<file path="config.mk">
export PLATFORM = sky130hd
export DESIGN_NAME = fpa_front
export DESIGN_NICKNAME = d
export VERILOG_FILES = /design/src/hdl/fpa_pkg.sv /design/src/hdl/fpa_front.sv
export SDC_FILE = /design/constraint.sdc
export NUM_CORES = 1
export LEC_CHECK = 0
export BUFFER_PORTS_ARGS = -buffer_cell sky130_fd_sc_hd__buf_2
export CAP_MARGIN = 15
export CORE_MARGIN = 2
export CORE_UTILIZATION = 55
export DETAILED_ROUTE_END_ITERATION = 10
export PLACE_DENSITY = 0.83
export SLEW_MARGIN = 20
export SYNTH_ARGS = -nofsm -noshare
export SYNTH_HDL_FRONTEND = slang
export SYNTH_SLANG_ARGS = --single-unit
</file>
<file path="constraint.sdc">
create_clock -name clock -period 18.4 [get_ports clock]
set_input_delay 0 -clock clock [delete_from_list [all_inputs] [get_ports clock]]
set_output_delay 0 -clock clock [all_outputs]
set_load 0.05 [all_outputs]
</file>
<file path="src/hdl/fpa_pkg.sv">
// ----------------------------------------------------------------------------
// fpa_pkg
// Shared command codes, pipeline record and helpers for the fixed-point ALU.
// ----------------------------------------------------------------------------
package fpa_pkg;

   localparam int DATA_WIDTH = 64;
   localparam int HALF_WIDTH = 32;

   typedef enum logic [3:0] {
      CMD_ITOF  = 4'd0,
      CMD_FTOI  = 4'd1,
      CMD_ROUND = 4'd2,
      CMD_ADDFF = 4'd3,
      CMD_SUBFF = 4'd4,
      CMD_MULFF = 4'd5,
      CMD_DIVFF = 4'd6,
      CMD_ADDFI = 4'd7,
      CMD_SUBFI = 4'd8,
      CMD_MULFI = 4'd9,
      CMD_DIVFI = 4'd10
   } cmd_type;

   // One pipeline slot. The multiplier operand fields are reused for partial
   // products; the divider keeps remainder, shifting numerator/quotient and
   // divisor magnitude.
   typedef struct packed {
      logic                    valid;
      logic [3:0]              cmd;
      logic                    dz;
      logic [DATA_WIDTH-1:0]   res;
      logic                    neg;
      logic [DATA_WIDTH-1:0]   rem;
      logic [DATA_WIDTH-1:0]   nq;
      logic [DATA_WIDTH-1:0]   den;
      logic [DATA_WIDTH-1:0]   ma;
      logic [DATA_WIDTH-1:0]   mb;
   } pipe_type;

   // Keep the low word and sign-extend it.
   function automatic logic [DATA_WIDTH-1:0] sext32(input logic [DATA_WIDTH-1:0] x);
      sext32 = {{HALF_WIDTH{x[HALF_WIDTH-1]}}, x[HALF_WIDTH-1:0]};
   endfunction

   // Two's complement magnitude.
   function automatic logic [DATA_WIDTH-1:0] mag(input logic [DATA_WIDTH-1:0] x);
      mag = x[DATA_WIDTH-1] ? (~x + DATA_WIDTH'(1)) : x;
   endfunction

endpackage

</file>
<file path="src/hdl/fpa_front.sv">
// ----------------------------------------------------------------------------
// fpa_front
// Decode stage: evaluate the simple commands and prepare the multiplier and
// divider operands for one transaction.
// ----------------------------------------------------------------------------
module fpa_front #(
   parameter int FRACTION_BITS = 14
) (
   input  logic                 clock,
   input  logic                 reset,
   input  logic                 en,
   input  logic                 in_valid,
   input  logic [3:0]           command,
   input  logic [63:0]          operand_a,
   input  logic [63:0]          operand_b,
   output fpa_pkg::pipe_type    out_ff
);

   fpa_pkg::pipe_type slot_in;
   logic [63:0]       ai;
   logic [63:0]       bi;
   logic [63:0]       half;
   logic [63:0]       rnd_pos;
   logic [63:0]       rnd_neg;
   logic [63:0]       num;
   logic [63:0]       dvs;

   assign ai   = fpa_pkg::sext32(operand_a);
   assign bi   = fpa_pkg::sext32(operand_b);
   assign half = 64'(1) << (FRACTION_BITS - 1);

   // Round to nearest, halves away from zero
   assign rnd_pos = 64'($signed(operand_a + half) >>> FRACTION_BITS);
   assign rnd_neg = 64'(0) - 64'($signed((64'(0) - operand_a) + half) >>> FRACTION_BITS);

   // Decode the command
   always_comb begin
      slot_in       = '0;
      slot_in.valid = in_valid;
      slot_in.cmd   = command;
      num           = '0;
      dvs           = '0;
      case (command)
         fpa_pkg::CMD_ITOF:  slot_in.res = ai << FRACTION_BITS;
         fpa_pkg::CMD_FTOI:  slot_in.res =
                                fpa_pkg::sext32(64'($signed(operand_a) >>> FRACTION_BITS));
         fpa_pkg::CMD_ROUND: slot_in.res =
                                fpa_pkg::sext32(operand_a[63] ? rnd_neg : rnd_pos);
         fpa_pkg::CMD_ADDFF: slot_in.res = operand_a + operand_b;
         fpa_pkg::CMD_SUBFF: slot_in.res = operand_a - operand_b;
         fpa_pkg::CMD_ADDFI: slot_in.res = operand_a + (bi << FRACTION_BITS);
         fpa_pkg::CMD_SUBFI: slot_in.res = operand_a - (bi << FRACTION_BITS);
         fpa_pkg::CMD_MULFF: begin
            slot_in.ma = operand_a;
            slot_in.mb = operand_b;
         end
         fpa_pkg::CMD_MULFI: begin
            slot_in.ma = operand_a;
            slot_in.mb = bi;
         end
         fpa_pkg::CMD_DIVFF: begin
            num        = operand_a << FRACTION_BITS;
            dvs        = operand_b;
            slot_in.dz = (operand_b == '0);
         end
         fpa_pkg::CMD_DIVFI: begin
            num        = operand_a;
            dvs        = bi;
            slot_in.dz = (bi == '0);
         end
         default: slot_in.res = '0;
      endcase
      slot_in.neg = num[63] ^ dvs[63];
      slot_in.nq  = fpa_pkg::mag(num);
      slot_in.den = fpa_pkg::mag(dvs);
   end

   // Advance the stage register
   always_ff @(posedge clock) begin
      if (reset) begin
         out_ff.valid <= 1'b0;
      end else if (en) begin
         out_ff <= slot_in;
      end
   end

endmodule

</file>
==> impl_metrics.csv <==
group,metric,value,unit
grt,grt_pass1_vias,25111,
worst_setup_path,endpoint_kind,"flop",
cells_and_area,fin_util,0.642,
worst_setup_path,critical_path_arrival,6.66,ns
pwr,finalPower,2490,uW
synthesis,synth_area,27700,sq um
placement,portBuffers,462,
sta,rsz0062_at_grt,"no",
sta,clock_skew,0,ns
cells_and_area,layout_common_cells,"buf_2, edfxtp_1, nor2_1",
clock_network,cts_buffers,36,
clock_network,cts_resized,0,
hold_path,hold_class,"input port to flop",
clock_network,h-tree-depth,2,
grt,antenna_found_initial,7,
sta,setup_viol,0,
cells_and_area,largest_reg_flops,327,
cells_and_area,num-nets-final,3805,
drt,wl_met3,13500,um
drt,drt-initial-drc-count,3522,
floorplan,fp.dieH,228,um
cells_and_area,areaGrowthSynthToFinish,15.7,%
worst_setup_path,startpoint_type,"input port",
placement,dp_cells,4086,
synthesis,synth_edf_count,326,
synthesis,yosysSeqAreaShare,0.355,
drt,routed-wl-met2,45500,um
floorplan,io_pins,527,
placement,hpwl,75100,um
synthesis,yosys_warnings,0,
clock_network,clk_path_buf_depth,3,
floorplan,num_rows,82,
worst_setup_path,cp_max_fo,15,
clock_network,clock_tree.root_cell,"clkbuf_16",
sta,worst_hold_slack,0.0211,ns
drt,vias_per_cell,6.47,
cells_and_area,final_common_cell,"buf_2",
drt,drc_errors,0,
synthesis,ys_types,101,
worst_setup_path,path_class,"input port to flop",
floorplan,die_area,52100,sq um
grt,grt_max_degree,177,
sta,tns,0,ns
sta,min_period,6.38,ns
floorplan,die_w,228,um
drt,drt_wl_total,106000,um
pwr,ir_worst_vdd,0.0651,mV
clock_network,postCtsHoldBufs,95,
clock_network,cts_setup_buffers,0,
grt,grt_first_pass_wirelength,157000,um
synthesis,ys.flop_type,"edfxtp_1",
cells_and_area,drive_gt1_frac,0.174,
drt,vias,27510,
drt,wl_per_cell,24.9,um
drt,dr.max_layer_used,"met5",
run,maxCapViolations,0,
floorplan,start_util,0.555,
clock_network,clk_pin_slew,0.07,ns
pwr,p_leak,0.0123,uW
clock_network,cts_tree,"built",
cells_and_area,nFillCells,4179,
sta,finalCritPeriodShare,0.347,
drt,antenna_left,0,
synthesis,synth_cells,3166,
cells_and_area,regMostFlops,"out_ff",
sta,slew_headroom,0.329,
placement,globalplace.congestion,0.990,
worst_setup_path,worstPathRequired,18.67,ns
sta,worst-slew-pin-transition,1.01,ns
cells_and_area,reg_top3,"out_ff x327",
synthesis,synth_async_sr_flop_share,0,
floorplan,core,49900,sq um
cells_and_area,fin_cells,4249,
clock_network,clock_sinks,327,
synthesis,synth-seq-cells,327,
pwr,cellPowerDensity,77.6,nW/um^2
grt,track_usage,0.391,
sta,finalMaxSlewViolations,0,
sta,fmax,157,MHz
grt,grt_overflow,0,
drt,wl_met1,41600,um
run_status,status,"completed",
clock_network,clock_latency,0.55,ns
sta,finalHoldViolCount,0,
synthesis,synth_area_per_cell,8.74,sq um
drt,first_pass_iters,7,
layer usage:
metal  global-route usage  vias to the layer above
met2                0.589                     2076
met4                0.171                        6
met5                    0                        -
li1                     -                    12308
met1                0.541                    12764
met3               0.0886                      356
cell usage after synthesis, drive strengths merged (43+ instances only):
master | count | area (sq um)
nand2 | 263 | 1010
clkbuf | 212 | 796
nor2 | 273 | 1030
a21oi | 266 | 1340
xor2 | 134 | 1170
nor3 | 67 | 355
o21ai | 194 | 975
edfxtp | 326 | 9790
xnor2 | 205 | 1800
nand4 | 48 | 307
ha | 120 | 1500
and2 | 110 | 688
a21o | 97 | 728
buf | 101 | 677
inv | 62 | 233
a22oi | 51 | 388
a31oi | 43 | 269
nand3 | 70 | 350
power by group:
group          switching, uW  leakage, uW  internal [uW]
Clock                    301     0.000539            397
Combinational            646      0.00905            250
Sequential              14.4      0.00274            878
worst max-delay path: stages:
cell,delay (ns)
dlygate4sd3_1,0.53
buf_2,0.17
nor4_1,0.80
and2_1,0.38
nand3_1,0.19
nor2_1,0.43
nand2_1,0.54
nor2_1,0.38
ha_1,0.29
a21oi_1,0.14
ha_1,0.35
a21o_1,0.21
a21oi_1,0.23
nand3b_1,0.10
a2111oi_0,0.64
o41ai_1,0.27
a21oi_1,0.32
or3_1,0.21
nand2_1,0.11
xnor2_1,0.22
o211ai_1,0.13
metrics by stage:
| step | setup slack (ns) | instance area [sq um] |
|---|---|---|
| 2_1_floorplan | 2.93 | 27900 |
| 3_3_place_gp | 12.42 | 30000 |
| 3_5_place_dp | 12.24 | 30000 |
| 4_1_cts | 12.27 | 32000 |
| 5_1_grt | 11.56 | 32000 |
| 6_report | 12.02 | 32000 |
cell type report:
| cell class | instances | area (sq um) | area share |
|---|---|---|---|
| clock buffers | 43 | 948 | 0.0296 |
| clock inverters | 20 | 156 | 0.00488 |
| flip-flops and latches | 327 | 9810 | 0.306 |
| diodes | 5 | 12.5 | 0.000391 |
| repair buffers | 593 | 3550 | 0.111 |
| multi-input cells | 2526 | 16500 | 0.514 |
| well taps | 672 | 841 | 0.0263 |
| inverters | 63 | 236 | 0.00738 |
path summary, 6_finish.rpt:
check / end / slack (ns) / cells past startpoint / from
worst max-delay path: out_ff[375]$_DFFE_PP_ / 12.02 / 21 / operand_b[4]
worst min-delay path: out_ff[67]$_DFFE_PP_ / 0.02 / 2 / operand_a[3]
worst max register to register: out_ff[390]$_SDFFE_PP0P_ / 17.23 / 3 / out_ff[390]$_SDFFE_PP0P_
worst min register to register: out_ff[390]$_SDFFE_PP0P_ / 1.08 / 3 / out_ff[390]$_SDFFE_PP0P_
logic make-up after synthesis:
| group | count (synthesis) | synth area share |
|---|---|---|
| other | 1 | 0.000136 |
| muxes | 17 | 0.00615 |
| and+or+nand+nor | 1057 | 0.195 |
| DFF | 327 | 0.355 |
| adders and majority gates | 123 | 0.0561 |
| AOI/OAI and AO/OA | 926 | 0.219 |
| xor gates and xnor gates | 339 | 0.108 |
| buffers and inverters | 376 | 0.0618 |
No activity file was read; power rests on OpenSTA's default activity.
