## config.mk

```make
export PLATFORM = sky130hd
export DESIGN_NAME = fpa_div_stage
export DESIGN_NICKNAME = d
export VERILOG_FILES = /design/src/hdl/fpa_pkg.sv /design/src/hdl/fpa_div_stage.sv
export SDC_FILE = /design/constraint.sdc
export NUM_CORES = 1
export LEC_CHECK = 0
export BUFFER_PORTS_ARGS = -buffer_cell sky130_fd_sc_hd__buf_2
export CAP_MARGIN = 20
export CORE_AREA = 4 4 307 309
export DETAILED_ROUTE_END_ITERATION = 12
export DIE_AREA = 0 0 311 313
export PLACE_DENSITY_LB_ADDON = 0.2
export SLEW_MARGIN = 20
export SYNTH_ARGS = -nofsm -noshare
export SYNTH_HDL_FRONTEND = slang
export SYNTH_SLANG_ARGS = --single-unit
export TNS_END_PERCENT = 20
```

## constraint.sdc

```tcl
create_clock -name clock -period 33.9 [get_ports clock]
set_clock_uncertainty 0.1 [all_clocks]
set_input_delay 10.17 -clock clock [delete_from_list [all_inputs] [get_ports clock]]
set_output_delay 10.17 -clock clock [all_outputs]
set_load 0.01 [all_outputs]
```

## src/hdl/fpa_pkg.sv

```systemverilog
// ----------------------------------------------------------------------------
// fpa_pkg
// Shared command codes, pipeline record and helpers for the fixed-point ALU.
// ----------------------------------------------------------------------------
package fpa_pkg;

   localparam int DATA_WIDTH = 64;
   localparam int HALF_WIDTH = 32;

   typedef enum logic [3:0] {
      CMD_ITOF  = 4'd0,
      CMD_FTOI  = 4'd1,
      CMD_ROUND = 4'd2,
      CMD_ADDFF = 4'd3,
      CMD_SUBFF = 4'd4,
      CMD_MULFF = 4'd5,
      CMD_DIVFF = 4'd6,
      CMD_ADDFI = 4'd7,
      CMD_SUBFI = 4'd8,
      CMD_MULFI = 4'd9,
      CMD_DIVFI = 4'd10
   } cmd_type;

   // One pipeline slot. The multiplier operand fields are reused for partial
   // products; the divider keeps remainder, shifting numerator/quotient and
   // divisor magnitude.
   typedef struct packed {
      logic                    valid;
      logic [3:0]              cmd;
      logic                    dz;
      logic [DATA_WIDTH-1:0]   res;
      logic                    neg;
      logic [DATA_WIDTH-1:0]   rem;
      logic [DATA_WIDTH-1:0]   nq;
      logic [DATA_WIDTH-1:0]   den;
      logic [DATA_WIDTH-1:0]   ma;
      logic [DATA_WIDTH-1:0]   mb;
   } pipe_type;

   // Keep the low word and sign-extend it.
   function automatic logic [DATA_WIDTH-1:0] sext32(input logic [DATA_WIDTH-1:0] x);
      sext32 = {{HALF_WIDTH{x[HALF_WIDTH-1]}}, x[HALF_WIDTH-1:0]};
   endfunction

   // Two's complement magnitude.
   function automatic logic [DATA_WIDTH-1:0] mag(input logic [DATA_WIDTH-1:0] x);
      mag = x[DATA_WIDTH-1] ? (~x + DATA_WIDTH'(1)) : x;
   endfunction

endpackage

```

## src/hdl/fpa_div_stage.sv

```systemverilog
// ----------------------------------------------------------------------------
// fpa_div_stage
// One restoring division step: shift in a numerator bit, trial subtract,
// shift one quotient bit into the numerator/quotient register.
// ----------------------------------------------------------------------------
module fpa_div_stage (
   input  logic                 clock,
   input  logic                 reset,
   input  logic                 en,
   input  fpa_pkg::pipe_type    in_slot,
   output fpa_pkg::pipe_type    out_ff
);

   fpa_pkg::pipe_type step_in;
   logic [64:0]       rem_sh;
   logic [64:0]       diff;

   assign rem_sh = {in_slot.rem, in_slot.nq[63]};
   assign diff   = rem_sh - {1'b0, in_slot.den};

   // Keep the difference when it does not go negative
   always_comb begin
      step_in = in_slot;
      if (!diff[64]) begin
         step_in.rem = diff[63:0];
         step_in.nq  = {in_slot.nq[62:0], 1'b1};
      end else begin
         step_in.rem = rem_sh[63:0];
         step_in.nq  = {in_slot.nq[62:0], 1'b0};
      end
   end

   always_ff @(posedge clock) begin
      if (reset) begin
         out_ff.valid <= 1'b0;
      end else if (en) begin
         out_ff <= step_in;
      end
   end

endmodule

```

==> results of run 1 <==
[cell usage in the layout (no fill, tap or decap), types with 20 or more instances in the layout]
cell         n
nand4_1     20
buf_2      784
o21ai_0     23
edfxtp_1   390
nor2_1      41
a21o_1      32
clkbuf_16   50
xnor2_1     34
ha_1        64
xor2_1      23
nand2_1     62
inv_1       85
mux2_1      54
a21oi_1     76
[routing by layer]
| metal | GRT usage (%) | part of all wire [%] |
|---|---|---|
| met4 | 3.704 | 2.4 |
| met2 | 26.64 | 50 |
| met1 | 16.60 | 37 |
| met3 | 6.532 | 10 |
| met5 | 0 | 0.25 |
[worst max-delay path, cell delays in order]
cell and delay [ns]:
buf_2 0.09, inv_1 0.04, ha_1 0.50, nand4_1 0.19
or4_1 0.63, or3_1 0.33, o32a_1 0.22, a21oi_2 0.23
o21ai_1 0.16, and2_4 0.22, o211a_4 0.30, inv_6 0.49
mux2_1 0.39
[through the flow]
stage / cell area, sq um / util, % / hold WS [ns] / setup WS (ns)
final: 23670 / 25.91 / 0.4020 / 20.10
after global routing: 23650 / 25.88 / 0.4527 / 19.92
after detailed placement: 22140 / 24.23 / 0.3866 / 19.37
after floorplan: 16830 / - / 0.4279 / 5.205
after global placement: 22140 / 24.23 / 0.3698 / 19.41
after CTS: 23650 / 25.88 / 0.4098 / 20.03
[worst paths after layout]
check	slack (ns)	start	cells after the start	end
setup / recovery	20.10	in_slot[155]	13	out_ff[291]
hold / removal	0.40	out_ff[390]	2	out_ff[390]
setup reg to reg	33.22	out_ff[390]	2	out_ff[390]
hold reg to reg	0.40	out_ff[390]	2	out_ff[390]
[cells by family after synthesis]
| family | after synthesis | share of synthesized area [%] |
|---|---|---|
| xor+xnor | 57 | 2.965 |
| mux | 64 | 4.274 |
| buf+inv | 119 | 2.965 |
| compound gates | 240 | 9.402 |
| simple gates | 197 | 5.834 |
| flops | 391 | 69.68 |
| fa+ha+maj | 65 | 4.876 |
[final cells by class]
cell class / count / area share [%]
Timing Repair Buffer: 792 / 16.83
Multi-Input combinational cell: 623 / 19.48
Tap cell: 1186 / 6.268
Sequential cell: 391 / 49.55
Inverter: 86 / 1.385
Clock buffer: 61 / 5.544
Clock inverter: 27 / 0.8456
Antenna cell: 9 / 0.09513
[power by group through the flow]
stage / sequential (mW) / clock, mW / combinational (mW)
floorplan: 0.630 / 0 / 0.0950
finish: 0.587 / 0.506 / 0.217
global route: 0.590 / 0.546 / 0.238
detailed placement: 0.597 / 0 / 0.222
global placement: 0.597 / 0 / 0.221
CTS: 0.587 / 0.529 / 0.224
==> impl_metrics.tcl, run 1 <==
set metrics [dict create \
    yosysTopAreaCell "edfxtp_1" \
    drv_cap 0 \
    total_power_mw 1.309 \
    p_int_mw 0.9520 \
    ios 785 \
    ctsHoldBuffers 0 \
    min_period_ns 13.80 \
    cts_buffer_depth 3 \
    cts_buffers 49 \
    postSynthCellCount 1133 \
    vias 13000 \
    std_cell_rows 111 \
    place.gp.congestion 0.9060 \
    async_flop_share_pct 0 \
    power_frac_seq_pct 44.8 \
    clkTransAtPathRegs_ns 0.06 \
    synth-edff-count 390 \
    drc 0 \
    synth_top_area_share_pct 69.57 \
    top_regs "out_ff x391" \
    area_growth_pct 40.62 \
    port_buffers 784 \
    routedWlPerCell_um 24.19 \
    synth_flop_cell "edfxtp_1" \
    setup_violations 0 \
    grtUsageTotal_pct 15.04 \
    finalNonFillerCells 3175 \
    hold_class "register to register" \
    root_buffer "clkbuf_16" \
    combPwrFrac_pct 16.6 \
    dp_hpwl_um 62480 \
    ys_seq_area_share_pct 69.68 \
    relSlewSlack_pct 26.49 \
    hold_viol_final 0 \
    ys_warn_count 0 \
    grt_max_degree 82 \
    core_area_sq_mm 0.09139 \
    largest_register_ffs 391 \
    fill_cells 9705 \
    first_global_vias 13550 \
    crit_fanout 60 \
    ir_drop_mv 0.03060 \
    die-area_sq_mm 0.09734 \
    rsz0062_at_grt "no" \
    p_per_area_mw_per_mm2 55.30 \
    cts_max_level 2 \
    p_sw_mw 0.3570 \
    grt-ovfl-total 0 \
    dr.pass1.iters 5 \
    cts.repair.resized 0 \
    clock_sink_count 391 \
    clkPwrFrac_pct 38.6 \
    cts_setup_buffers 0 \
    vias_per_cell 4.094 \
    dieHeight_um 313 \
    ant_nets 0 \
    slew_viol_final 0 \
    critPathArrivalTime_ns 14.03 \
    synthTopCellsByCount "edfxtp_1 (390), inv_1 (85), a21oi_1 (76), ha_1 (64), nand2_1 (62)" \
    leakage_nw 9.956 \
    antenna_found_initial 45 \
    insertion_delay_ns 0.61 \
    drtIter0Drc 1001 \
    dp.cells 3078 \
    yosysMostFrequentCell "edfxtp_1" \
    tns_ns 0 \
    crit_required_ns 34.13 \
    regMostFlops "out_ff" \
    crit_path_end_kind "register" \
    ys_seq_elements 391 \
    seqCellArea_sq_mm 0.01173 \
    start_util_pct 18.42 \
    cts_tree "built" \
    worst_pin_slew_ns 1.103 \
    status "finished, final reports clean" \
    p_sw_share_pct 27.27 \
    drive_above_1_share_pct 44.44 \
    die_w_um 311 \
    grt_first_pass_wirelength_um 105600 \
    syn-cell-area_sq_mm 0.01683 \
    period_share_pct 40.72 \
    fmax_mhz 72.44 \
    crit_type "primary input to register" \
    nets 2402 \
    syn_avg_cell_area_sq_um 14.86 \
    ys_types 75 \
    drt_wl_total_um 76790 \
    start_kind "primary input" \
    synth_area_leaders "edfxtp_1 (70%), ha_1 (4.8%), mux2_1 (3.6%)" \
    multi_input_area_sq_mm 0.004612 \
    synth_nets 1592 \
]
Power figures use the tool's default switching activity.
==> run 2, diff against run 1 <==
Settings changed: ABC_AREA from default to 1.
Clock period 33.9 ns to 11.4 ns, I/O delays scaled along.
==> run 2 against run 1 <==
Net effect: first-iteration DRC count rose by 7.9%; critical path depth rose by 3; core utilization rose by 2.7 points; global-route usage rose by 4.5 points; synthesized area rose by 13%; non-clock buffer count fell by 3; largest power group unchanged.
==> impl_metrics.tcl, run 2 <==
set metrics [dict create \
    status "finished, final reports clean" \
    top_regs "out_ff x391" \
    async_flop_share_pct 0 \
    critPathArrivalTime_ns 6.15 \
    synth_nets 2459 \
    setup_ws_ns 5.441 \
    final_common_cell "nand2_1" \
    postSynthCellCount 2000 \
    dpl_cell_area_sq_mm 0.02431 \
    drv_cap 0 \
    antenna_found_initial 63 \
    ir_drop_mv 0.1034 \
    setup_violations 0 \
    clock_sink_count 391 \
    dp.cells 3962 \
    crit_fanout 65 \
    synth_flop_cell "edfxtp_1" \
    die_w_um 311 \
    grt_first_pass_wirelength_um 132800 \
    vias_per_cell 4.089 \
    root_buffer "clkbuf_16" \
    drc 0 \
    ys_seq_area_share_pct 61.82 \
    cts_buffer_depth 3 \
    ys_warn_count 0 \
    ctsHoldBuffers 0 \
    dr.pass1.iters 5 \
    finalNonFillerCells 4066 \
    postLayoutCellArea_sq_mm 0.02610 \
    drtIter0Drc 1080 \
    port_buffers 784 \
    regMostFlops "out_ff" \
    yosysMostFrequentCell "nand2_1" \
    std_cell_rows 111 \
    grt-ovfl-total 0 \
    syn-cell-area_sq_mm 0.01898 \
    layout_common_cells "nand2_1 (790), buf_2 (784), edfxtp_1 (390)" \
    vias 16630 \
    place_ws_ns 4.712 \
    crit_path_end_kind "register" \
    synth-edff-count 390 \
    min_period_ns 5.959 \
    dieHeight_um 313 \
    synth_top_area_share_pct 61.72 \
    ys_seq_elements 391 \
    cts.repair.resized 0 \
    routedWlPerCell_um 24.25 \
    largest_register_ffs 391 \
    start_kind "primary input" \
    cts_tree "built" \
    rsz0062_at_grt "no" \
    die-area_sq_mm 0.09734 \
    dp_hpwl_um 83310 \
    cts_setup_buffers 0 \
    start_util_pct 20.76 \
    ios 785 \
    hold_viol_final 0 \
    synth_area_leaders "edfxtp_1 (62%), nand2_1 (16%), inv_1 (7.7%)" \
    synthTopCellsByCount "nand2_1 (790), edfxtp_1 (390), inv_1 (389), nor2_1 (104), nand3_1 (70)" \
    tns_ns 0 \
    leakage_nw 12.89 \
    insertion_delay_ns 0.64 \
    hold_class "register to register" \
    ant_nets 0 \
    grt_max_degree 129 \
    ys_types 32 \
    drive_above_1_share_pct 31.89 \
    clkTransAtPathRegs_ns 0.06 \
    first_global_vias 16620 \
    area_growth_pct 37.54 \
    period_share_pct 52.27 \
    p_per_area_mw_per_mm2 160.4 \
    worst_pin_slew_ns 1.015 \
    slew_viol_final 0 \
    drt_wl_total_um 98600 \
    crit_type "primary input to register" \
    nets 3287 \
    fmax_mhz 167.8 \
    core_area_sq_mm 0.09139 \
    yosysTopAreaCell "edfxtp_1" \
    grtUsageTotal_pct 19.52 \
    place.gp.congestion 0.9389 \
    cts_max_level 2 \
    crit_required_ns 11.59 \
    cts_buffers 50 \
    relSlewSlack_pct 32.31 \
    syn_avg_cell_area_sq_um 9.488 \
]
## run 2: changes by cell type after synthesis, sizes merged, moves of 9 or more
| cell | change |
|---|---|
| nand2b | -9 |
| inv | +307 |
| o21ai | -34 |
| xnor2 | -33 |
| nor2 | +71 |
| mux2 | -57 |
| clkbuf | -24 |
| nand2 | +758 |
| a21o | -32 |
| nand3 | +60 |
| a21oi | -24 |
| nor2b | -11 |
## run 2: where the power goes
| part | internal [mW] | total (mW) | switching (mW) |
|---|---|---|---|
| clock | 1.02 | 1.71 | 0.695 |
| sequential | 1.71 | 1.74 | 0.0308 |
| combinational | 0.237 | 0.731 | 0.494 |
## run 2: worst max-delay path: stages
cell,delay [ns]
buf_2,0.11
ha_1,0.23
fa_1,0.47
inv_1,0.12
nand2_1,0.05
nand2_1,0.08
nand3_1,0.08
nand2_2,0.13
nand2_1,0.08
nand2_2,0.13
nand2_1,0.08
nand2_2,0.14
nand2_2,0.09
nand2_2,0.09
nand2_2,0.06
nand2_4,0.61
## run 2: through the flow
step | power (mW) | util (%) | hold WS (ns)
after global routing | 4.401 | 28.53 | 0.3806
after floorplan | 2.155 | - | 0.3770
after CTS | 4.278 | 28.53 | 0.3654
after global placement | 2.523 | 26.60 | 0.3513
after detailed placement | 2.522 | 26.60 | 0.3557
final | 4.185 | 28.56 | 0.3660
## run 2: path summary, 6_finish.rpt
check | start | to | slack (ns) | depth (start not counted)
min | out_ff[390] | out_ff[390] | 0.37 | 2
min reg2reg | out_ff[390] | out_ff[390] | 0.37 | 2
max | in_slot[128] | out_ff[192] | 5.44 | 16
max reg2reg | out_ff[390] | out_ff[390] | 10.74 | 2
## run 2: cell families after synthesis
group	count (synthesis)	share of synthesized area, %
adder cells (fa/ha/maj)	65	4.325
buffers and inverters	407	8.526
AND/OR/NAND/NOR	1040	22.05
flip-flops	391	61.82
XOR/XNOR	31	1.431
AO/OA/AOI/OAI	66	1.846
## run 2: area by class of cell
| class | count | area (sq um) |
|---|---|---|
| fillers | 10070 | 65290 |
| flip-flops and latches | 391 | 11730 |
| multi-input cells | 1202 | 5639 |
| repair buffers | 789 | 3974 |
| well taps | 1186 | 1484 |
| inverters | 394 | 1479 |
| clock buffers | 56 | 1274 |
| clock inverters | 37 | 490.5 |
| diodes | 11 | 27.53 |
## run 2: per-layer routing
| layer | wire, um | GRT usage (%) |
|---|---|---|
| met1 | 36220 | 21.15 |
| met2 | 49790 | 35.30 |
| met3 | 9743 | 7.821 |
| met4 | 2599 | 5.340 |
| met5 | 242 | 0 |
