**src/hdl/fpa_pkg.sv**
```systemverilog
// ----------------------------------------------------------------------------
// fpa_pkg
// Shared command codes, pipeline record and helpers for the fixed-point ALU.
// ----------------------------------------------------------------------------
package fpa_pkg;

   localparam int DATA_WIDTH = 64;
   localparam int HALF_WIDTH = 32;

   typedef enum logic [3:0] {
      CMD_ITOF  = 4'd0,
      CMD_FTOI  = 4'd1,
      CMD_ROUND = 4'd2,
      CMD_ADDFF = 4'd3,
      CMD_SUBFF = 4'd4,
      CMD_MULFF = 4'd5,
      CMD_DIVFF = 4'd6,
      CMD_ADDFI = 4'd7,
      CMD_SUBFI = 4'd8,
      CMD_MULFI = 4'd9,
      CMD_DIVFI = 4'd10
   } cmd_type;

   // One pipeline slot. The multiplier operand fields are reused for partial
   // products; the divider keeps remainder, shifting numerator/quotient and
   // divisor magnitude.
   typedef struct packed {
      logic                    valid;
      logic [3:0]              cmd;
      logic                    dz;
      logic [DATA_WIDTH-1:0]   res;
      logic                    neg;
      logic [DATA_WIDTH-1:0]   rem;
      logic [DATA_WIDTH-1:0]   nq;
      logic [DATA_WIDTH-1:0]   den;
      logic [DATA_WIDTH-1:0]   ma;
      logic [DATA_WIDTH-1:0]   mb;
   } pipe_type;

   // Keep the low word and sign-extend it.
   function automatic logic [DATA_WIDTH-1:0] sext32(input logic [DATA_WIDTH-1:0] x);
      sext32 = {{HALF_WIDTH{x[HALF_WIDTH-1]}}, x[HALF_WIDTH-1:0]};
   endfunction

   // Two's complement magnitude.
   function automatic logic [DATA_WIDTH-1:0] mag(input logic [DATA_WIDTH-1:0] x);
      mag = x[DATA_WIDTH-1] ? (~x + DATA_WIDTH'(1)) : x;
   endfunction

endpackage

```
**src/hdl/fpa_back.sv**
```systemverilog
// ----------------------------------------------------------------------------
// fpa_back
// Final stage: apply the quotient sign and select the division result.
// ----------------------------------------------------------------------------
module fpa_back (
   input  logic                 clock,
   input  logic                 reset,
   input  logic                 en,
   input  fpa_pkg::pipe_type    in_slot,
   output fpa_pkg::pipe_type    out_ff
);

   fpa_pkg::pipe_type fin_in;
   logic              is_div;

   assign is_div = (in_slot.cmd == fpa_pkg::CMD_DIVFF) || (in_slot.cmd == fpa_pkg::CMD_DIVFI);

   // Division: zero divisor gives zero, otherwise restore the sign; else clear dz
   always_comb begin
      fin_in = in_slot;
      if (is_div) begin
         if (in_slot.dz) begin
            fin_in.res = '0;
         end else begin
            fin_in.res = in_slot.neg ? (64'(0) - in_slot.nq) : in_slot.nq;
         end
      end else begin
         fin_in.dz = 1'b0;
      end
   end

   always_ff @(posedge clock) begin
      if (reset) begin
         out_ff.valid <= 1'b0;
      end else if (en) begin
         out_ff <= fin_in;
      end
   end

endmodule

```
**config.mk**
```make
export PLATFORM = sky130hd
export DESIGN_NAME = fpa_back
export DESIGN_NICKNAME = d
export VERILOG_FILES = /design/src/hdl/fpa_pkg.sv /design/src/hdl/fpa_back.sv
export SDC_FILE = /design/constraint.sdc
export NUM_CORES = 1
export LEC_CHECK = 0
export BUFFER_PORTS_ARGS = -buffer_cell sky130_fd_sc_hd__buf_2
export CAP_MARGIN = 20
export CORE_AREA = 2 2 303 305
export DETAILED_ROUTE_END_ITERATION = 7
export DIE_AREA = 0 0 305 307
export PLACE_DENSITY = 0.32
export SETUP_SLACK_MARGIN = 0.05
export SYNTH_ARGS = -nofsm -noshare
export SYNTH_HDL_FRONTEND = slang
export SYNTH_SLANG_ARGS = --single-unit
export TNS_END_PERCENT = 100
```
**constraint.sdc**
```tcl
create_clock -name clock -period 45.7 [get_ports clock]
set_input_delay 0 -clock clock [delete_from_list [all_inputs] [get_ports clock]]
set_output_delay 0 -clock clock [all_outputs]
set_load 0.02 [all_outputs]
```
==> results of run 1 <==
repair_timing:
item,4_1_cts,5_1_grt
endpoints found under the hold margin,420,0
hold buffers,413,0
gates resized for setup,0,0
per-layer routing:
metal | global-route usage | up-vias
li1 | - | 5348
met1 | 0.1495 | 5707
met2 | 0.2333 | 485
met3 | 0.04390 | 93
met4 | 0.04478 | 12
met5 | 0 | -
kinds of logic after synthesis:
logic type | count (synthesis)
AO/OA/AOI/OAI | 117
XOR/XNOR | 63
adder cells (fa/ha/maj) | 1
buffers and inverters | 26
flip-flops | 391
multiplexers | 2
AND/OR/NAND/NOR | 108
placed cells by master, fill, tap and decap left out, drive strengths merged, types with 2 or more instances in the layout:
| cell | count |
|---|---|
| buf | 790 |
| dlygate4sd3 | 413 |
| edfxtp | 390 |
| clkbuf | 54 |
| a22o | 52 |
| xnor2 | 50 |
| o31ai | 34 |
| nand2 | 28 |
| clkinv | 25 |
| nor2 | 14 |
| xor2 | 13 |
| o21ai | 13 |
| nor3 | 13 |
| o41ai | 13 |
| or4 | 11 |
| nand3 | 9 |
| or3 | 8 |
| diode | 7 |
| nor4 | 7 |
| inv | 6 |
| nand4 | 4 |
| nand2b | 4 |
| bufinv | 4 |
| clkinvlp | 4 |
| a21oi | 3 |
| nand3b | 2 |
| and3 | 2 |
| a31oi | 2 |
| mux2i | 2 |
| or2 | 2 |
area by class of cell:
class                   count  area [um^2]
diodes                      7        17.52
clock buffers              54         1266
clock inverters            35        314.1
fillers                  9492        65510
inverters                   4        15.01
multi-input cells         291         2227
flip-flops and latches    391        11730
well taps                1186         1484
repair buffers           1203         8128
power groups by stage:
stage	clock network, mW	logic (mW)	registers, mW
global route	0.412	0.148	0.432
detailed placement	0	0.110	0.437
finish	0.384	0.139	0.430
CTS	0.400	0.142	0.430
global placement	0	0.111	0.437
floorplan	0	0.0190	0.478
stage by stage:
stage / total power [mW] / util
2_1_floorplan: 0.4970 / -
3_3_place_gp: 0.5479 / 0.2145
3_5_place_dp: 0.5473 / 0.2145
4_1_cts: 0.9715 / 0.2775
5_1_grt: 0.9922 / 0.2776
6_report: 0.9522 / 0.2777
final timing paths:
path                               to                      from  cells past startpoint
min reg2reg  out_ff[390]$_SDFFE_PP0P_  out_ff[390]$_SDFFE_PP0P_                      3
max reg2reg  out_ff[390]$_SDFFE_PP0P_  out_ff[390]$_SDFFE_PP0P_                      3
min             out_ff[115]$_DFFE_PP_              in_slot[115]                      2
max             out_ff[363]$_DFFE_PP_              in_slot[192]                     11
worst max-delay path, cell delays in order:
cell	delay, ns
dlygate4sd3_1	0.53
buf_2	0.16
inv_1	0.09
ha_1	0.24
or4b_1	0.53
nor4_2	0.50
nand3_1	0.46
o31ai_1	0.40
xnor2_1	0.10
a22o_1	0.19
dlygate4sd3_1	0.54
==> out/qor.csv, run 1 <==
stage,metric,value,unit
logic_synthesis,synth_area,0.01404,mm^2
clocking,htree_levels,2,
clocking,worstSkewPairLatency,0.58,ns
route,viasPerCell,3.672,
global_route,grt_pass1_vias,12460,
global_route,antenna_found_initial,13,
clocking,cts_root_buf,clkbuf_16,
logic_synthesis,yosys_most_used_dff,edfxtp_1,
logic_synthesis,synth-compound-area-share,0.07065,
logic_synthesis,synth_cells,708,
pwr,clkPwrFrac,0.403,
route,dr.pass1.iters,4,
route,postRouteAntennaNets,0,
worst_setup_path,startpoint_type,input port,
pwr,net-switching-power,0.2463,mW
timing,fin_crit_sh,0.07489,
worst_setup_path,crit_type,in -> reg,
timing,hold_violations,0,
place,dp_hpwl,49580,um
logic_synthesis,synthSimpleGateAreaFrac,0.04526,
clocking,cts.sinks,391,
place,placed_cells,2662,
layout,area_growth,79.32,%
clocking,cts_setup_buffers,0,
die,die-area,0.09364,mm^2
route,wl_met1,25170,um
timing,finalSetupViolCount,0,
global_route,track_usage,0.1324,
outcome,run_status,"complete, no violations",
die,dieWidth,305,um
worst_setup_path,cp-end-kind,flop,
route,routed_wl,65060,um
clocking,cts_tree,yes,
layout,fin_cells,3171,
logic_synthesis,synth_area_leader_cell,edfxtp_1,
pwr,vdd_drop_max,0.02278,mV
place,numPortBuffers,784,
layout,largest_reg_flops,391,
clocking,path_clk_slew,0.06,ns
timing,drv_slew,0,
logic_synthesis,synthMuxAreaShare,0.001426,
route,post-route-drc-count,0,
timing,layout_min_cycle_time,3.422,ns
logic_synthesis,synth_xor_area_frac,0.03929,
die,core-area,0.09069,mm^2
worst_setup_path,crit_fanout,7,
global_route,grt_pass1_wl,90400,um
layout,nNetsFinal,2335,
logic_synthesis,ys_warn_count,0,
logic_synthesis,synth_async_sr_flop_share,0,
timing,setup_ws,42.28,ns
global_route,gr-total-overflow,0,
clocking,clockBufferDepth,3,
worst_setup_path,crit_arrival,3.75,ns
timing,holdWs,0.1231,ns
run,cap_violations,0,
route,met3_length,5118,um
timing,slew-limit-headroom,0.2195,
pwr,power.internal,0.7058,mW
layout,top_regs,out_ff (391),
worst_setup_path,regToRegSetupSlack,44.54,ns
clocking,cts_inserted_buffers,49,
logic_synthesis,syn_nets,1103,
logic_synthesis,synth_top_area_frac,0.8339,
layout,final_area,0.02518,mm^2
route,met2_length,32630,um
logic_synthesis,ys_top_cells_by_count,"edfxtp_1, a22o_1, xnor2_1",
logic_synthesis,syn_area_per_cell,19.84,um^2
timing,tightestPinTransition,1.171,ns
logic_synthesis,synth-edff-count,390,
layout,registers.top_by_ff_count,out_ff,
logic_synthesis,ys_ff_latch,391,
logic_synthesis,synthTopCellsByArea,"edfxtp_1, a22o_1, xnor2_1",
logic_synthesis,synth.distinct_cells,41,
route,wl_per_cell,20.52,um
logic_synthesis,synth_adder_area_share,0.0008909,
timing,rsz0062_at_grt,no,
die,initial_core_util,0.1549,
timing,fin_skew,0,ns
pwr,leakage,9.964,nW
route,drt_iter0_drc,566,
die,die_h,307,um
place,place.gp.congestion,0.7527,
pwr,power_frac_seq,0.451,
place,dpl_cell_area,0.01945,mm^2
place,place_ws,42.68,ns
pwr,p_per_area,37.81,mW/mm^2
pwr,p_sw_frac,0.2587,
logic_synthesis,yosysMostFrequentCell,edfxtp_1,
die,ios,785,
hold_path,min_path_type,in -> reg,
route,vias,11650,
pwr,p_comb_frac,0.146,
logic_synthesis,synth_top_family_by_area,compound AO/OA/AOI/OAI gates,
worst_setup_path,cp_data_required_time,46.03,ns
route,routed.top_layer,met5,
layout,drive_above_1_share,0.4499,
global_route,grt_max_degree,152,
die,rows,111,
timing,finalSetupTns,0,ns
logic_synthesis,ys_seq_area_frac,0.8354,
timing,fmax,0.2922,GHz
Power figures use the tool's default switching activity.
==> run 2, diff against run 1 <==
--- a/config.mk
+++ b/config.mk
@@ -7,10 +7,10 @@
 export LEC_CHECK = 0
 export BUFFER_PORTS_ARGS = -buffer_cell sky130_fd_sc_hd__buf_2
 export CAP_MARGIN = 20
-export CORE_AREA = 2 2 303 305
+export CORE_AREA = 2 2 304 306
 export DETAILED_ROUTE_END_ITERATION = 7
-export DIE_AREA = 0 0 305 307
-export PLACE_DENSITY = 0.32
+export DIE_AREA = 0 0 306 308
+export PLACE_DENSITY = 0.33
 export SETUP_SLACK_MARGIN = 0.05
 export SYNTH_ARGS = -nofsm -noshare
 export SYNTH_HDL_FRONTEND = slang
==> constraint.sdc (replaced) <==
create_clock -name clock -period 2.9 [get_ports clock]
set_input_delay 0 -clock clock [delete_from_list [all_inputs] [get_ports clock]]
set_output_delay 0 -clock clock [all_outputs]
set_load 0.02 [all_outputs]
==> out/qor.csv, run 2 (synthesis gave the netlist of run 1 again) <==
stage,metric,value,unit,change
place,dp_hpwl,50650,um,was 49580 um
place,place_ws,0.1415,ns,was 42.68 ns
worst_setup_path,cp_data_required_time,3.26,ns,was 46.03 ns
global_route,track_usage,0.1336,,was 0.1324
route,vias,11710,,was 11650
route,postRouteAntennaNets,0,,unchanged
pwr,p_comb_frac,0.144,,was 0.146
timing,finalSetupViolCount,0,,unchanged
place,numPortBuffers,784,,unchanged
layout,area_growth,80.65,%,was 79.32%
clocking,cts_tree,yes,,unchanged
timing,drv_slew,0,,unchanged
die,initial_core_util,0.1544,,was 0.1549
worst_setup_path,crit_arrival,3.11,ns,was 3.75 ns
layout,largest_reg_flops,391,,unchanged
route,viasPerCell,3.683,,was 3.672
layout,drive_above_1_share,0.4572,,was 0.4499
pwr,power,15.30,mW,was 0.9522 mW
hold_path,hp-start,in_slot[167],,was in_slot[115]
pwr,power.internal,11.32,mW,was 0.7058 mW
pwr,net-switching-power,3.981,mW,was 0.2463 mW
timing,fin_crit_sh,0.9484,,
layout,layout_common_cells,"buf_2, dlygate4sd3_1, edfxtp_1",,unchanged
timing,setup_ws,0.1496,ns,was 42.28 ns
layout,fin_cells,3179,,was 3171
layout,final_area,0.02537,mm^2,was 0.02518 mm^2
pwr,vdd_drop_max,0.3989,mV,was 0.02278 mV
route,post-route-drc-count,0,,unchanged
worst_setup_path,crit_fanout,15,,was 7
global_route,grt_max_degree,139,,was 152
die,rows,111,,unchanged
clocking,cts_root_buf,clkbuf_16,,unchanged
pwr,power_frac_seq,0.442,,was 0.451
timing,layout_min_cycle_time,2.750,ns,
clocking,cts.sinks,391,,unchanged
route,dr.pass1.iters,4,,unchanged
timing,fin_skew,0,ns,unchanged
clocking,cts_inserted_buffers,50,,was 49
timing,tightestPinTransition,0.9311,ns,was 1.171 ns
die,dieWidth,306,um,was 305 um
global_route,antenna_found_initial,10,,was 13
pwr,p_sw_frac,0.2601,,was 0.2587
layout,registers.top_by_ff_count,out_ff,,unchanged
pwr,clkPwrFrac,0.414,,was 0.403
timing,hold_violations,0,,unchanged
hold_path,holdPathStages,2,,unchanged
hold_path,min_path_type,in -> reg,,unchanged
worst_setup_path,r2r_start,out_ff[390]$_SDFFE_PP0P_,,unchanged
worst_setup_path,regToRegSetupSlack,1.76,ns,was 44.54 ns
layout,nNetsFinal,2343,,was 2335
worst_setup_path,startpoint_type,input port,,unchanged
place,placed_cells,2675,,was 2662
die,die_h,308,um,was 307 um
clocking,worstSkewPairLatency,0.61,ns,was 0.58 ns
clocking,htree_levels,2,,unchanged
route,wl_per_cell,20.78,um,was 20.52 um
timing,fmax,0.3636,GHz,
timing,finalSetupTns,0,ns,unchanged
worst_setup_path,r2r_cells,3,,unchanged
pwr,leakage,10.06,nW,was 9.964 nW
die,ios,785,,unchanged
worst_setup_path,worstReg2RegEnd,out_ff[390]$_SDFFE_PP0P_,,unchanged
layout,top_regs,out_ff (391),,unchanged
hold_path,hold_path_end,out_ff[167]$_DFFE_PP_,,was out_ff[115]$_DFFE_PP_
timing,holdWs,0.08657,ns,was 0.1231 ns
die,die-area,0.09425,mm^2,was 0.09364 mm^2
place,dpl_cell_area,0.01959,mm^2,was 0.01945 mm^2
clocking,path_clk_slew,0.06,ns,about the same
timing,rsz0062_at_grt,no,,unchanged
route,drt_iter0_drc,659,,was 566
worst_setup_path,cp-end-kind,flop,,unchanged
outcome,run_status,"complete, no violations",,unchanged
layout,postLayoutCoreUtil,0.2789,,was 0.2777
clocking,clockBufferDepth,3,,unchanged
place,place.gp.congestion,0.7724,,was 0.7527
route,routed_wl,66050,um,was 65060 um
run,cap_violations,0,,unchanged
global_route,grt_pass1_wl,90530,um,was 90400 um
die,core-area,0.09097,mm^2,was 0.09069 mm^2
global_route,grt_pass1_vias,12450,,was 12460
worst_setup_path,crit_type,in -> reg,,unchanged
pwr,p_per_area,603.3,mW/mm^2,was 37.81 mW/mm^2
global_route,gr-total-overflow,0,,unchanged
timing,slew-limit-headroom,0.3793,,was 0.2195
layout,layout_commonest_cell,buf_2,,unchanged
-- run 2: area by class of cell --
class                   instances  area (um^2)
fillers                      9437        65600
diodes                          7        17.52
inverters                       4        15.01
clock buffers                  56         1274
clock inverters                34        375.4
flip-flops and latches        391        11730
well taps                    1186         1484
multi-input cells             291         2268
repair buffers               1210         8204
-- run 2: what timing repair did --
action	CTS	global route
hold endpoints to repair	434	0
endpoints found under the setup margin	0	6
hold buffers	406	0
resized for setup	0	9
setup buffers	0	1
-- run 2: worst max path at each step --
stage | start | endpoint | slack [ns] | depth (start not counted)
2_1_floorplan | en | out_ff[0]$_DFFE_PP_ | -3.36 | 1
3_3_place_gp | in_slot[221] | out_ff[372]$_DFFE_PP_ | 0.14 | 7
3_5_place_dp | in_slot[220] | out_ff[372]$_DFFE_PP_ | 0.14 | 7
4_1_cts | in_slot[212] | out_ff[368]$_DFFE_PP_ | 0.10 | 10
5_1_grt | in_slot[212] | out_ff[368]$_DFFE_PP_ | 0.08 | 10
6_report | in_slot[212] | out_ff[368]$_DFFE_PP_ | 0.15 | 10
-- run 2: worst max-delay path, stage by stage --
cell	delay (ns)
dlygate4sd3_1	0.53
buf_2	0.16
or4_4	0.57
nor4_4	0.43
nand3_2	0.13
buf_6	0.19
o31ai_4	0.24
xnor2_1	0.10
a22o_1	0.19
dlygate4sd3_1	0.54
-- run 2: power groups by stage --
stage	sequential [mW]	clock [mW]	combinational, mW
2_1_floorplan	7.42	0	0.299
3_3_place_gp	6.88	0	1.77
3_5_place_dp	6.88	0	1.77
4_1_cts	6.77	6.63	2.25
5_1_grt	6.80	6.82	2.34
6_report	6.77	6.34	2.20
-- run 2: layer usage --
layer,up-vias,track usage,part of all wire
met5,-,0,0.00062
met4,6,0.03517,0.019
met3,76,0.04425,0.076
met2,492,0.2422,0.52
met1,5774,0.1492,0.39
li1,5360,-,-
==> run 3, diff against run 2 <==
--- a/config.mk
+++ b/config.mk
@@ -11,6 +11,7 @@
 export DETAILED_ROUTE_END_ITERATION = 7
 export DIE_AREA = 0 0 306 308
 export PLACE_DENSITY = 0.33
+export RECOVER_POWER = 50
 export SETUP_SLACK_MARGIN = 0.05
 export SYNTH_ARGS = -nofsm -noshare
 export SYNTH_HDL_FRONTEND = slang
==> constraint.sdc (replaced) <==
create_clock -name clock -period 2.9 [get_ports clock]
set_input_delay 0 -clock clock [delete_from_list [all_inputs] [get_ports clock]]
set_output_delay 0 -clock clock [all_outputs]
set_load 0.01 [all_outputs]
==> out/qor.csv, run 3 (synthesis gave the netlist of run 1 again) <==
stage,metric,value,unit,change
worst_setup_path,r2r_start,out_ff[390]$_SDFFE_PP0P_,,unchanged
clocking,htree_levels,2,,unchanged
layout,area_growth,77.97,%,was 80.65%
place,place.gp.congestion,0.7724,,unchanged
die,rows,111,,unchanged
place,numPortBuffers,784,,unchanged
clocking,path_clk_slew,0.05,ns,was 0.06 ns
worst_setup_path,r2r_cells,3,,unchanged
worst_setup_path,crit_end,out_ff[368]$_DFFE_PP_,,unchanged
worst_setup_path,crit_type,in -> reg,,unchanged
die,die-area,0.09425,mm^2,unchanged
worst_setup_path,crit_arrival,3.16,ns,was 3.11 ns
worst_setup_path,path_delay_family,buffers and inverters,,unchanged
route,post-route-drc-count,0,,unchanged
global_route,grt_max_degree,139,,unchanged
layout,postLayoutCoreUtil,0.2747,,was 0.2789
die,die_h,308,um,unchanged
timing,fin_crit_sh,0.9648,,was 0.9484
place,dp_hpwl,50650,um,unchanged
global_route,gr-total-overflow,0,,unchanged
timing,hold_violations,0,,unchanged
worst_setup_path,cp-end-kind,flop,,unchanged
pwr,p_comb_frac,0.123,,was 0.144
clocking,cts.sinks,391,,unchanged
route,routed_wl,66120,um,was 66050 um
route,viasPerCell,3.679,,was 3.683
worst_setup_path,regToRegSetupSlack,1.76,ns,about the same
global_route,track_usage,0.1336,,unchanged
timing,rsz0062_at_grt,no,,unchanged
layout,layout_common_cells,"buf_2, dlygate4sd3_1, edfxtp_1",,unchanged
layout,drive_above_1_share,0.3152,,was 0.4572
clocking,clockBufferDepth,3,,unchanged
layout,top_regs,out_ff (391),,unchanged
worst_setup_path,crit_slowest_cell,or4_1,,was or4_4
die,core-area,0.09097,mm^2,unchanged
global_route,grt_pass1_wl,90530,um,unchanged
route,postRouteAntennaNets,0,,unchanged
pwr,clkPwrFrac,0.424,,was 0.414
place,place_ws,0.1415,ns,unchanged
outcome,run_status,"complete, no violations",,unchanged
timing,fin_skew,0,ns,unchanged
timing,finalSetupViolCount,0,,unchanged
pwr,net-switching-power,3.718,mW,was 3.981 mW
layout,layout_commonest_cell,buf_2,,unchanged
layout,registers.top_by_ff_count,out_ff,,unchanged
clocking,cts_root_buf,clkbuf_16,,unchanged
worst_setup_path,startpoint_type,input port,,unchanged
timing,layout_min_cycle_time,2.798,ns,was 2.750 ns
timing,tightestPinTransition,1.395,ns,was 0.9311 ns
clocking,cts_tree,yes,,unchanged
global_route,antenna_found_initial,10,,unchanged
timing,fmax,0.3574,GHz,was 0.3636 GHz
route,vias,11700,,was 11710
worst_setup_path,crit_path_max_incr_delay,0.73,ns,was 0.57 ns
worst_setup_path,path_buf_inv,3,,was 4
timing,drv_slew,0,,unchanged
timing,setup_ws,0.1020,ns,was 0.1496 ns
pwr,power_frac_seq,0.452,,was 0.442
worst_setup_path,cp_data_required_time,3.26,ns,about the same
pwr,power.internal,11.25,mW,was 11.32 mW
pwr,p_per_area,599.0,mW/mm^2,was 603.3 mW/mm^2
layout,largest_reg_flops,391,,unchanged
timing,slew-limit-headroom,0.06998,,was 0.3793
worst_setup_path,startpoint,in_slot[232],,was in_slot[212]
run,cap_violations,0,,unchanged
die,dieWidth,306,um,unchanged
pwr,power,14.97,mW,was 15.30 mW
clocking,worstSkewPairLatency,0.61,ns,about the same
worst_setup_path,path_cells,dlygate4sd3_1 -> clkbuf_1 -> or4_1 -> nor2_1 -> nand3_4 -> o31ai_4 -> xnor2_1 -> a22o_1 -> dlygate4sd3_1,,was dlygate4sd3_1 -> buf_2 -> or4_4 -> nor4_4 -> nand3_2 -> buf_6 -> o31ai_4 -> xnor2_1 -> a22o_1 -> dlygate4sd3_1
pwr,leakage,9.279,nW,was 10.06 nW
layout,nNetsFinal,2343,,unchanged
die,ios,785,,unchanged
route,dr.pass1.iters,4,,unchanged
route,wl_per_cell,20.79,um,was 20.78 um
worst_setup_path,critical_path_cell_count,9,,was 10
pwr,p_sw_frac,0.2483,,was 0.2601
clocking,cts_inserted_buffers,50,,unchanged
hold_path,min_path_type,in -> reg,,unchanged
die,initial_core_util,0.1544,,unchanged
route,drt_iter0_drc,679,,was 659
global_route,grt_pass1_vias,12450,,unchanged
worst_setup_path,worstReg2RegEnd,out_ff[390]$_SDFFE_PP0P_,,unchanged
timing,finalSetupTns,0,ns,unchanged
worst_setup_path,crit_fanout,8,,was 15
pwr,vdd_drop_max,0.3990,mV,was 0.3989 mV
worst_setup_path,cp_common_cell,dlygate4sd3_1,,unchanged
## run 3: cell types whose count changed in the layout (fill, tap and decap cells not counted), sizes merged
cell    change
buf       -281
clkbuf    +281
diode       +1
## run 3: metal layers
| metal | vias up | track usage | wire length [um] |
|---|---|---|---|
| met2 | 495 | 0.2422 | 34210 |
| met1 | 5756 | 0.1492 | 25540 |
| met4 | 6 | 0.03517 | 1249 |
| met3 | 77 | 0.04425 | 5081 |
| li1 | 5364 | - | - |
| met5 | - | 0 | 41 |
## run 3: through the flow
step	hold WS (ns)	area, um^2	instances
detailed placement	0.1783	19590	2675
finish	0.08565	24990	3180
global placement	0.1779	19590	2675
floorplan	0.07238	14050	708
CTS	0.009328	25300	3171
global route	0.02806	24990	3177
## run 3: repair_timing
action                                  4_1_cts  5_1_grt
endpoints found under the setup margin        0        6
gates resized for setup                       0        9
hold endpoints to repair                    434        0
setup buffers                                 0        1
hold buffers                                406        0
## run 3: final cells by class
type / count / area [um^2]
well taps: 1186 / 1484
clock buffers: 56 / 1274
diodes: 8 / 20.02
flip-flops and latches: 391 / 11730
multi-input cells: 291 / 2261
repair buffers: 1210 / 7833
inverters: 4 / 15.01
clock inverters: 34 / 375.4
fillers: 9542 / 65980
## run 3: worst min-delay path by stage
| stage | slack (ns) | depth (start not counted) | endpoint | startpoint |
|---|---|---|---|---|
| after CTS | 0.009 | 2 | out_ff[132]$_DFFE_PP_ | in_slot[132] |
| after global placement | 0.18 | 1 | out_ff[6]$_DFFE_PP_ | in_slot[6] |
| after global routing | 0.03 | 2 | out_ff[94]$_DFFE_PP_ | in_slot[94] |
| final | 0.09 | 2 | out_ff[167]$_DFFE_PP_ | in_slot[167] |
| after floorplan | 0.07 | 1 | out_ff[390]$_SDFFE_PP0P_ | reset |
| after detailed placement | 0.18 | 1 | out_ff[88]$_DFFE_PP_ | in_slot[88] |
## run 3: power groups by stage
| stage | registers (mW) | logic (mW) | clock network, mW |
|---|---|---|---|
| global placement | 6.88 | 1.49 | 0 |
| detailed placement | 6.88 | 1.49 | 0 |
| floorplan | 7.13 | 0.299 | 0 |
| CTS | 6.77 | 1.97 | 6.63 |
| global route | 6.81 | 1.99 | 6.82 |
| finish | 6.77 | 1.85 | 6.35 |
## run 3: worst reg2reg max path, delay by kind of cell, from the launching register on
| kind | cells | cell delay, ns |
|---|---|---|
| AND/OR/NAND/NOR | 1 | 0.05 |
| buffers and inverters | 1 | 0.55 |
| multiplexers | 1 | 0.12 |
| flip-flops | 1 | 0.31 |
